[config.mk]
export PLATFORM = sky130hd
export DESIGN_NAME = pzfr_ctrl
export DESIGN_NICKNAME = d
export VERILOG_FILES = /design/src/pzfr_pkg.sv /design/src/pzfr_ctrl.sv
export SDC_FILE = /design/constraint.sdc
export NUM_CORES = 1
export LEC_CHECK = 0
export ABC_CLOCK_PERIOD_IN_PS = 2300
export BUFFER_PORTS_ARGS = -buffer_cell sky130_fd_sc_hd__buf_2
export CAP_MARGIN = 10
export CORE_ASPECT_RATIO = 1.1
export CORE_MARGIN = 1
export CORE_UTILIZATION = 45
export CTS_BUF_LIST = sky130_fd_sc_hd__clkbuf_4
export CTS_CLUSTER_SIZE = 8
export DETAILED_ROUTE_END_ITERATION = 10
export PLACE_DENSITY = 0.67
export SETUP_SLACK_MARGIN = 0.02
export SLEW_MARGIN = 10
export SYNTH_ARGS = -nofsm -noshare
export SYNTH_HDL_FRONTEND = slang
export SYNTH_SLANG_ARGS = --single-unit
[constraint.sdc]
create_clock -name aclk -period 2.3 [get_ports aclk]
set_input_delay 0.46 -clock aclk [delete_from_list [all_inputs] [get_ports aclk]]
set_output_delay 0.46 -clock aclk [all_outputs]
set_load 0.05 [all_outputs]
[src/pzfr_pkg.sv]
package pzfr_pkg;

    localparam int MAX_ZEROS = 32;
    localparam int MAX_POLES = 32;
    localparam int MAX_ROOTS = (MAX_ZEROS > MAX_POLES) ? MAX_ZEROS : MAX_POLES;
    localparam int ZA_W      = (MAX_ZEROS > 1) ? $clog2(MAX_ZEROS) : 1;
    localparam int PA_W      = (MAX_POLES > 1) ? $clog2(MAX_POLES) : 1;
    localparam int CNT_W     = $clog2(MAX_ROOTS + 1);

    localparam logic [31:0] TWO_PI_Q29 = 32'hC90FDAA2;

    localparam int DVD_W = 64;
    localparam int DSR_W = 34;

    localparam int S_TDATA_W = 88;
    localparam int M_TDATA_W = 64;
    localparam int S_TUSER_W = 2;
    localparam int M_TUSER_W = 2;
    localparam int CFG_IDX_W = 2;
    localparam int CFG_DAT_W = 32;

    localparam logic [CFG_IDX_W-1:0] CFG_GAIN      = 2'd0;
    localparam logic [CFG_IDX_W-1:0] CFG_FREQ_STEP = 2'd1;
    localparam logic [CFG_IDX_W-1:0] CFG_NUM_ZEROS = 2'd2;
    localparam logic [CFG_IDX_W-1:0] CFG_NUM_POLES = 2'd3;

    localparam logic [2:0] STEP_0 = 3'd0;
    localparam logic [2:0] STEP_1 = 3'd1;
    localparam logic [2:0] STEP_2 = 3'd2;
    localparam logic [2:0] STEP_3 = 3'd3;
    localparam logic [2:0] STEP_4 = 3'd4;
    localparam logic [2:0] STEP_5 = 3'd5;

    typedef enum logic [1:0] {
        OP_LOAD_ZERO = 2'd0,
        OP_LOAD_POLE = 2'd1,
        OP_EVAL      = 2'd2
    } pzfr_op_t;

    typedef struct packed {
        logic       wr_zero;
        logic       wr_pole;
        logic       cap_eval;
        logic       omega_mul;
        logic       omega_rnd;
        logic       tab_sel;
        logic       prod_init;
        logic       save_num;
        logic       rd_issue;
        logic       fac_load;
        logic       mac_en;
        logic       mac_div;
        logic [2:0] mac_step;
        logic       norm_len;
        logic       norm_calc;
        logic       norm_apply;
        logic       div_start;
        logic       part_sel;
        logic       scale_mul;
        logic       scale_sat;
        logic       out_load;
        logic       out_zden;
    } pzfr_cmd_t;

    typedef struct packed {
        logic cnt_done;
        logic zero_den;
        logic div_done;
        logic out_free;
    } pzfr_stat_t;

endpackage

[src/pzfr_ctrl.sv]
module pzfr_ctrl (
    input  logic                 aclk,
    input  logic                 aresetn,
    input  logic                 s_tvalid,
    input  pzfr_pkg::pzfr_op_t   opcode,
    input  pzfr_pkg::pzfr_stat_t stat,
    output logic                 s_tready,
    output pzfr_pkg::pzfr_cmd_t  cmd
);

    typedef enum logic [16:0] {
        S_IDLE       = 17'h00001,
        S_OMEGA_MUL  = 17'h00002,
        S_OMEGA_RND  = 17'h00004,
        S_INIT       = 17'h00008,
        S_CHECK      = 17'h00010,
        S_RD         = 17'h00020,
        S_FAC        = 17'h00040,
        S_MAC        = 17'h00080,
        S_NORM_LEN   = 17'h00100,
        S_NORM_CALC  = 17'h00200,
        S_NORM_APPLY = 17'h00400,
        S_PREP       = 17'h00800,
        S_DIV_START  = 17'h01000,
        S_DIV_WAIT   = 17'h02000,
        S_SCALE_MUL  = 17'h04000,
        S_SCALE_SAT  = 17'h08000,
        S_OUT        = 17'h10000
    } pzfr_state_t;

    pzfr_state_t state_reg, state_next;
    logic [2:0]  step_reg, step_next;
    logic        tab_sel_reg, tab_sel_next;
    logic        part_reg, part_next;

    always_ff @(posedge aclk) begin
        if (!aresetn) begin
            state_reg   <= S_IDLE;
            step_reg    <= pzfr_pkg::STEP_0;
            tab_sel_reg <= 1'b0;
            part_reg    <= 1'b0;
        end else begin
            state_reg   <= state_next;
            step_reg    <= step_next;
            tab_sel_reg <= tab_sel_next;
            part_reg    <= part_next;
        end
    end

    always_comb begin
        state_next   = state_reg;
        step_next    = step_reg;
        tab_sel_next = tab_sel_reg;
        part_next    = part_reg;
        s_tready     = 1'b0;
        cmd          = '0;
        cmd.tab_sel  = tab_sel_reg;
        cmd.part_sel = part_reg;
        cmd.mac_step = step_reg;
        unique case (state_reg)
            S_IDLE: begin
                s_tready = 1'b1;
                if (s_tvalid) begin
                    unique case (opcode)
                        pzfr_pkg::OP_LOAD_ZERO: cmd.wr_zero = 1'b1;
                        pzfr_pkg::OP_LOAD_POLE: cmd.wr_pole = 1'b1;
                        pzfr_pkg::OP_EVAL: begin
                            cmd.cap_eval = 1'b1;
                            state_next   = S_OMEGA_MUL;
                        end
                        default: ;
                    endcase
                end
            end
            S_OMEGA_MUL: begin
                cmd.omega_mul = 1'b1;
                state_next    = S_OMEGA_RND;
            end
            S_OMEGA_RND: begin
                cmd.omega_rnd = 1'b1;
                tab_sel_next  = 1'b0;
                state_next    = S_INIT;
            end
            S_INIT: begin
                cmd.prod_init = 1'b1;
                state_next    = S_CHECK;
            end
            S_CHECK: begin
                if (stat.cnt_done) begin
                    if (!tab_sel_reg) begin
                        cmd.save_num = 1'b1;
                        tab_sel_next = 1'b1;
                        state_next   = S_INIT;
                    end else begin
                        step_next  = pzfr_pkg::STEP_0;
                        state_next = S_PREP;
                    end
                end else begin
                    state_next = S_RD;
                end
            end
            S_RD: begin
                cmd.rd_issue = 1'b1;
                state_next   = S_FAC;
            end
            S_FAC: begin
                cmd.fac_load = 1'b1;
                step_next    = pzfr_pkg::STEP_0;
                state_next   = S_MAC;
            end
            S_MAC: begin
                cmd.mac_en = 1'b1;
                if (step_reg == pzfr_pkg::STEP_3) begin
                    state_next = S_NORM_LEN;
                end else begin
                    step_next = step_reg + 3'd1;
                end
            end
            S_NORM_LEN: begin
                cmd.norm_len = 1'b1;
                state_next   = S_NORM_CALC;
            end
            S_NORM_CALC: begin
                cmd.norm_calc = 1'b1;
                state_next    = S_NORM_APPLY;
            end
            S_NORM_APPLY: begin
                cmd.norm_apply = 1'b1;
                state_next     = S_CHECK;
            end
            S_PREP: begin
                cmd.mac_en  = 1'b1;
                cmd.mac_div = 1'b1;
                if (step_reg == pzfr_pkg::STEP_5) begin
                    part_next  = 1'b0;
                    state_next = stat.zero_den ? S_OUT : S_DIV_START;
                end else begin
                    step_next = step_reg + 3'd1;
                end
            end
            S_DIV_START: begin
                cmd.div_start = 1'b1;
                state_next    = S_DIV_WAIT;
            end
            S_DIV_WAIT: begin
                if (stat.div_done) state_next = S_SCALE_MUL;
            end
            S_SCALE_MUL: begin
                cmd.scale_mul = 1'b1;
                state_next    = S_SCALE_SAT;
            end
            S_SCALE_SAT: begin
                cmd.scale_sat = 1'b1;
                if (!part_reg) begin
                    part_next  = 1'b1;
                    state_next = S_DIV_START;
                end else begin
                    state_next = S_OUT;
                end
            end
            S_OUT: begin
                if (stat.out_free) begin
                    cmd.out_load = 1'b1;
                    cmd.out_zden = stat.zero_den;
                    state_next   = S_IDLE;
                end
            end
            default: state_next = S_IDLE;
        endcase
    end

endmodule

==> results of run 1 <==
timing repair:
item,in CTS,in global routing
endpoints found under the setup margin,20,25
pin swaps,20,19
buffers inserted,16,11
resized for setup,82,26
worst reg2reg max path, stage by stage, from the launching register on:
cell,delay [ns]
dfxtp_4,0.40
or4b_4,0.56
buf_6,0.15
nor3_4,0.20
buf_4,0.15
buf_4,0.13
nand3_2,0.09
a2111oi_2,0.38
o21a_1,0.17
placed cells by master, fill, tap and decap left out, drive strengths merged, types with 4 or more instances in the layout:
master  instances
nor3b           4
or4             4
nor4b           4
or3             5
dfxtp          22
nor4            9
nand2          10
nor3           11
nor2           23
nand3b          4
inv             5
nand3           7
and3            4
and4b           4
o21ai           6
nand2b          4
buf            94
and2            7
cell usage after synthesis, types with 2 or more instances:
cell	count	area, µm²
a21oi_1	2	10.0
dfxtp_1	22	440
nor2b_1	2	12.5
nor4b_1	4	35.0
nand2_1	10	37.5
buf_4	3	22.5
xor2_1	2	17.5
and2_1	6	37.5
nor3b_1	4	30.0
o21ai_0	6	30.0
nand2b_1	4	25.0
nor4_1	8	50.1
nor2_1	23	86.3
nand4_1	3	18.8
and3_1	4	25.0
ha_1	3	37.5
inv_1	6	22.5
nand3b_1	4	30.0
nor3_1	11	55.1
mux2i_1	3	30.0
o21a_1	2	15.0
and4b_1	3	30.0
or3_1	5	31.3
nand3_1	7	35.0
or4_1	3	22.5
or2_2	2	12.5
or4b_2	2	20.0
buf_2	3	15.0
xnor2_1	2	17.5
o2bb2ai_1	2	17.5
per-stage QoR:
stage                     total power (µW)  hold WS [ns]  setup TNS (ns)  setup slack (ns)  utilization [%]
final                                 1350         0.288           -3.56            -0.317             84.0
after global routing                  1400         0.271           -4.96            -0.387             84.0
after CTS                             1260         0.297           -1.90            -0.188             79.1
after detailed placement               825         0.494        -0.00365          -0.00365             64.0
after global placement                 816         0.476               0            0.0183             64.0
after floorplan                        666         0.481           -1.18            -0.305                -
final cells by class:
cell class	instances	share of cell area, %
inverters	6	1.03
flip-flops and latches	22	18.3
clock buffers	3	0.879
multi-input cells	142	45.4
repair buffers	94	31.6
clock inverters	1	1.17
well taps	34	1.66
cells by family (layout without fill, tap and decap cells):
family | count (synthesis) | after routing | share of synthesized area (%)
adders and majority gates | 3 | 3 | 2.61
and+or+nand+nor | 113 | 113 | 47.3
muxes | 3 | 3 | 2.09
buffers and inverters | 14 | 104 | 4.78
DFF | 22 | 22 | 30.6
AOI/OAI and AO/OA | 19 | 19 | 10.3
xor gates and xnor gates | 4 | 4 | 2.43
path summary, 6_finish.rpt:
check	end	cells past startpoint
max reg2reg	state_reg[16]	8
min	state_reg[5]	2
min reg2reg	step_reg[1]	2
max	cmd[22]	7
layer usage:
layer | GRT usage [%] | share of wire [%] | vias to the layer above
met5 | 0 | 0 | -
met4 | 22.6 | 5.0 | 0
met3 | 5.25 | 8.0 | 39
met2 | 58.3 | 51 | 134
met1 | 32.9 | 36 | 910
li1 | - | - | 836
power by group:
group / total (µW) / internal [µW] / leakage (µW) / switching [µW]
logic: 647 / 312 / 0.000925 / 336
clock network: 313 / 177 / 0.0000279 / 137
registers: 393 / 386 / 0.000185 / 7.13
total: 1350 / 874 / 0.00114 / 480
==> metrics.md, run 1 <==
| Metric | Value |
|---|---|
| Syn Std Cell Area | `0.00144 mm²` |
| Required time reported for the critical path endpoint | `1.84 ns` |
| Total count of hold-check failures in the final report | `0` |
| Initial core utilization | `47.2%` |
| Top FF cell, synth | `dfxtp_1` |
| IO Port Bufs | `33` |
| Via-per-instance ratio | `6.35` |
| Run status | `finished, violations left` |
| Share of layout cells above drive strength 1 | `58.6%` |
| Post-layout instance count excluding filler cells | `302` |
| Sequential share of the synthesized area | `30.6%` |
| Initial detailed-routing violation count | `185` |
| Vias in the first global route | `1805` |
| Flip-flop count of the largest register after layout | `17` |
| Largest net degree at the start of global routing | `15` |
| Cells along the critical path | `buf_6, nor4_4, and4b_1, nand3_2, clkinvlp_4, and4b_4, buf_8` |
| Failing checks | `negative setup slack` |
| Endpoints failing setup | `20` |
| Antenna Cells | `0` |
| Worst skew pair latency | `0.34 ns` |
| Area growth, synth to finish | `77.8%` |
| Max_cap viols | `0` |
| Wirelength, routed | `6160 µm` |
| DR DRC count | `0` |
| Arrival time at the worst endpoint | `2.16 ns` |
| YS warnings | `0` |
| Sequential standard cell area | `468 µm²` |
| Count of pins over their slew limit | `0` |
| RSZ-0062 raised after global routing | `yes` |
| Largest driver fanout on the critical path | `4` |
| Final setup skew | `0.0179 ns` |
| Post-layout nets | `281` |
| Slowest cell delay on critical path | `0.40 ns` |
| Area occupied by multi-input gates | `0.00116 mm²` |
| Instance count of the mapped netlist | `178` |
| Startpoint kind of the worst setup timing path | `flop` |
| TritonCTS clock tree | `built` |
| Startpoint of the worst setup timing path | `state_reg[8]` |
| Period utilisation layout | `114%` |
| Count of flip-flops with a built-in enable after synthesis | `0` |
| H-tree levels | `1` |
| Hold Path Class | `in -> reg` |
| Overall die area | `0.00343 mm²` |
| Wire length per cell after detailed routing | `20.4 µm` |
| Core Region | `0.00305 mm²` |
| Cell area after placement | `0.00195 mm²` |
| Register clock-pin slew on the reported worst setup and hold paths | `0.15 ns` |
| Async set or reset register ratio after synthesis | `0%` |
| Initial antenna violation count | `0` |
| Number of buffers and inverters on the critical path | `3` |
| Number of distinct standard cells referenced by the synthesized netlist | `47` |
| Path type of the worst setup path | `reg -> out` |
| Number of nets in the synthesized netlist | `190` |
| Inserted Clock Buffers | `3` |
| Power per standard cell area | `529 mW/mm²` |
| Chip Width | `55.9 µm` |
| Pre-antenna DRT Iters | `5` |
| Post-layout minimum cycle time | `2.62 ns` |
| Layout filler cell count | `174` |
| Worst min-delay path startpoint | `stat[3]` |
| Leakage component of the power | `0.00114 µW` |
| Headroom to the max-slew limit | `68.9%` |
| Post-route standard cell area excluding fillers | `0.00256 mm²` |
| Post-synthesis average cell area | `8.09 µm²` |
| Post-synthesis register bit count | `22` |
| Crit path capture type | `output port` |
| Maximum buffer depth of the clock tree | `2` |
| Routability cong. | `0.870` |
| Clock tree root driver cell | `clkbuf_4` |
| Setup slack of the most critical reg-to-reg path | `0.02 ns` |
| Total global-route track usage | `31.3%` |
| Worst-path cell with the longest stage delay | `dfxtp_4` |
| Launch instance of the worst register-to-register path | `state_reg[8]` |
| Chip height | `61.3 µm` |
| Clk sink count | `22` |
| Final worst-path setup slack | `-0.317 ns` |
| Placed instance count | `272` |
| Global route overflow | `0` |
| Slew at the pin closest to its max-slew limit | `0.460 ns` |
| Detail Placement HPWL | `3380 µm` |
| Row count | `21` |
| Top achievable clock speed | `382 MHz` |
| Worst voltage drop across the vdd grid | `0.716 mV` |
| Critical path's top delay family | `simple AND/OR/NAND/NOR gates` |
| Residual antenna-violating net count after detailed routing | `0` |
| CTS Hold Buffers Added | `0` |
| IO Pins | `34` |
| Wire length of the first global-routing pass | `8130 µm` |
| Total number of vias | `1919` |
No activity file was read; power rests on OpenSTA's default activity.
==> run 2: changes to the inputs <==
--- a/config.mk
+++ b/config.mk
@@ -15,7 +15,6 @@
 export CTS_CLUSTER_SIZE = 8
 export DETAILED_ROUTE_END_ITERATION = 10
 export PLACE_DENSITY = 0.67
-export SETUP_SLACK_MARGIN = 0.02
 export SLEW_MARGIN = 10
 export SYNTH_ARGS = -nofsm -noshare
 export SYNTH_HDL_FRONTEND = slang
==> run 2 against run 1 <==
The run still ends with negative setup slack left. First-iteration DRC count decreased by 23%. Critical endpoint is now cmd[16]. Worst setup slack got worse by 0.013 ns. Sequential power about the same. Largest cell class unchanged. Critical path type unchanged. Highest routed layer unchanged. Design area increased by 0.29%. Combinational power increased by 5.4%. Clock power decreased by 1%. Sequential share of layout area decreased by 0.35 points.
==> metrics.md, run 2 (synthesized netlist as in run 1, its figures left out) <==
| Metric | Value |
|---|---|
| Flip-flop count of the largest register after layout | `17 (unchanged)` |
| Commonest non-fill, non-tap cells in the layout | `buf_4, buf_6, nor2_1 (was buf_4, nor2_1, buf_6)` |
| Count of pins over their slew limit | `0 (unchanged)` |
| Run status | `finished, violations left (unchanged)` |
| Initial core utilization | `47.2% (unchanged)` |
| TritonCTS clock tree | `built (unchanged)` |
| Internal power consumption | `901 µW (was 874 µW)` |
| Met3 wirelength from detailed routing | `435 µm (was 490 µm)` |
| Post-route standard cell area excluding fillers | `0.00257 mm² (was 0.00256 mm²)` |
| Global route overflow | `0 (unchanged)` |
| Total count of hold-check failures in the final report | `0 (unchanged)` |
| Maximum buffer depth of the clock tree | `2 (unchanged)` |
| Required time reported for the critical path endpoint | `1.84 ns (about the same)` |
| Wire length per cell after detailed routing | `19.6 µm (was 20.4 µm)` |
| Total number of vias | `1861 (was 1919)` |
| Met1 wire length | `2300 µm (was 2240 µm)` |
| Most common library cell in the layout ignoring fill and taps | `buf_4 (unchanged)` |
| Initial antenna violation count | `0 (unchanged)` |
| Net switching component of the power | `484 µW (was 480 µW)` |
| Inserted Clock Buffers | `3 (unchanged)` |
| Placed instance count | `274 (was 272)` |
| H-tree levels | `1 (unchanged)` |
| Largest driver fanout on the critical path | `5 (was 4)` |
| Seq pwr share | `28.5% (was 29.0%)` |
| Antenna Cells | `0 (unchanged)` |
| Routability cong. | `0.937 (was 0.870)` |
| Row count | `21 (unchanged)` |
| Slew at the pin closest to its max-slew limit | `0.542 ns (was 0.460 ns)` |
| Proportion of power drawn by the clock network | `22.3% (was 23.1%)` |
| Worst hold path depth | `2 (unchanged)` |
| Failing checks | `negative setup slack (unchanged)` |
| Path type of the worst setup path | `reg -> out (unchanged)` |
| Total global-route track usage | `30.4% (was 31.3%)` |
| Wirelength, routed | `5950 µm (was 6160 µm)` |
| Post-layout instance count excluding filler cells | `303 (was 302)` |
| Chip height | `61.3 µm (unchanged)` |
| Overall die area | `0.00343 mm² (unchanged)` |
| IO Port Bufs | `33 (unchanged)` |
| Leakage component of the power | `0.00115 µW (was 0.00114 µW)` |
| Worst Setup EP | `cmd[16] (was cmd[22])` |
| Crit path capture type | `output port (unchanged)` |
| Clock tree root driver cell | `clkbuf_4 (unchanged)` |
| Worst voltage drop across the vdd grid | `0.664 mV (was 0.716 mV)` |
| Endpoints failing setup | `20 (unchanged)` |
| Headroom to the max-slew limit | `63.3% (was 68.9%)` |
| Final hold slack | `0.298 ns (was 0.288 ns)` |
| Post-layout minimum cycle time | `2.63 ns (was 2.62 ns)` |
| Pre-antenna DRT Iters | `4 (was 5)` |
| Fraction of power spent switching nets | `34.9% (was 35.4%)` |
| Final setup skew | `0.0145 ns (was 0.0179 ns)` |
| Worst setup timing slack at the placement stage | `-0.00584 ns (was -0.00365 ns)` |
| Launch instance of the worst register-to-register path | `state_reg[9] (was state_reg[8])` |
| Setup slack of the most critical reg-to-reg path | `0.03 ns (was 0.02 ns)` |
| Post-layout nets | `282 (was 281)` |
| Period utilisation layout | `114% (about the same)` |
| Wire length on met2 | `2950 µm (was 3120 µm)` |
| Residual antenna-violating net count after detailed routing | `0 (unchanged)` |
| Relative contribution of combinational cells to total power | `49.2% (was 47.8%)` |
| Vias in the first global route | `1700 (was 1805)` |
| Initial detailed-routing violation count | `143 (was 185)` |
| Register clock-pin slew on the reported worst setup and hold paths | `0.14 ns (was 0.15 ns)` |
| Number of cell instances on the worst register-to-register path | `6 (was 8)` |
| Startpoint of the worst setup timing path | `state_reg[9] (was state_reg[8])` |
| Clk sink count | `22 (unchanged)` |
| Top layer used by detailed routing | `met4 (unchanged)` |
| IO Pins | `34 (unchanged)` |
| Final worst-path setup slack | `-0.330 ns (was -0.317 ns)` |
| Core Region | `0.00305 mm² (unchanged)` |
| Share of layout cells above drive strength 1 | `56.1% (was 58.6%)` |
| Area growth, synth to finish | `78.4% (was 77.8%)` |
| Hold Path Class | `in -> reg (unchanged)` |
| Power consumption | `1390 µW (was 1350 µW)` |
| Chip Width | `55.9 µm (unchanged)` |
| Endpoint of the lowest-slack register-to-register path | `state_reg[16] (unchanged)` |
| Worst skew pair latency | `0.33 ns (was 0.34 ns)` |
| Detail Placement HPWL | `3430 µm (was 3380 µm)` |
| Wire length of the first global-routing pass | `7960 µm (was 8130 µm)` |
| Power per standard cell area | `539 mW/mm² (was 529 mW/mm²)` |
| Cell area after placement | `0.00196 mm² (was 0.00195 mm²)` |
| RSZ-0062 raised after global routing | `yes (unchanged)` |
| DR DRC count | `0 (unchanged)` |
| Via-per-instance ratio | `6.14 (was 6.35)` |
| Top achievable clock speed | `380 MHz (was 382 MHz)` |
| CTS Hold Buffers Added | `0 (unchanged)` |
| Startpoint kind of the worst setup timing path | `flop (unchanged)` |
| Arrival time at the worst endpoint | `2.17 ns (was 2.16 ns)` |
| Max_cap viols | `0 (unchanged)` |
| Largest net degree at the start of global routing | `15 (unchanged)` |
[run 2: changes by cell type in the layout (fill, tap and decap cells not counted), moves of 2 or more]
cell / change
buf_4: -3
buf_6: +3
nor2_2: -3
nor3_2: +3
nor3_4: -3
dfxtp_1: +2
dfxtp_4: -2
inv_1: +2
inv_2: -2
nand3_2: -2
nor2_4: +2
[run 2: final cells by class]
cell class                      count  area, µm²
Timing Repair Buffer               95        835
Sequential cell                    22        460
Inverter                            6       26.3
Clock inverter                      1       30.0
Tap cell                           34       42.5
Multi-Input combinational cell    142       1150
Clock buffer                        3       22.5
Fill cell                         166        479
[run 2: repair_timing]
item                                    CTS  global route
resized for setup                        88            17
endpoints found under the setup margin   20            20
buffers inserted                         13            12
pin swaps                                17             7
[run 2: through the flow]
| stage | utilization (%) | setup TNS (ns) |
|---|---|---|
| 4_1_cts | 79.3 | -2.08 |
| 3_5_place_dp | 64.3 | -0.00943 |
| 2_1_floorplan | - | -1.18 |
| 5_1_grt | 84.3 | -4.77 |
| 6_report | 84.3 | -3.52 |
| 3_3_place_gp | 64.3 | 0 |
[run 2: how the worst min path moves through the flow]
stage	startpoint	endpoint	slack, ns
final	stat[3]	state_reg[5]	0.30
after global routing	stat[3]	state_reg[5]	0.31
after CTS	stat[3]	state_reg[5]	0.31
after detailed placement	step_reg[2]	step_reg[2]	0.50
after global placement	step_reg[2]	step_reg[2]	0.48
after floorplan	part_reg	part_reg	0.48
[run 2: layer usage]
metal  vias to the layer above  track usage (%)
met2                       100             54.6
met5                         -                0
met4                         0             14.6
met3                        29             4.41
met1                       891             36.7
li1                        841                -
[run 2: critical path: stages, from the launching register on]
cell and delay, ns:
dfxtp_4 0.38, or4_4 0.56, nor3_2 0.22, buf_4 0.17
and3_1 0.18, and2b_2 0.17, buf_6 0.16
[run 2: power by group through the flow]
stage / logic (µW) / clock network (µW) / registers [µW]
final: 682 / 309 / 395
after global routing: 713 / 323 / 396
after CTS: 564 / 305 / 395
after detailed placement: 423 / 0 / 405
after global placement: 419 / 0 / 405
after floorplan: 250 / 0 / 414
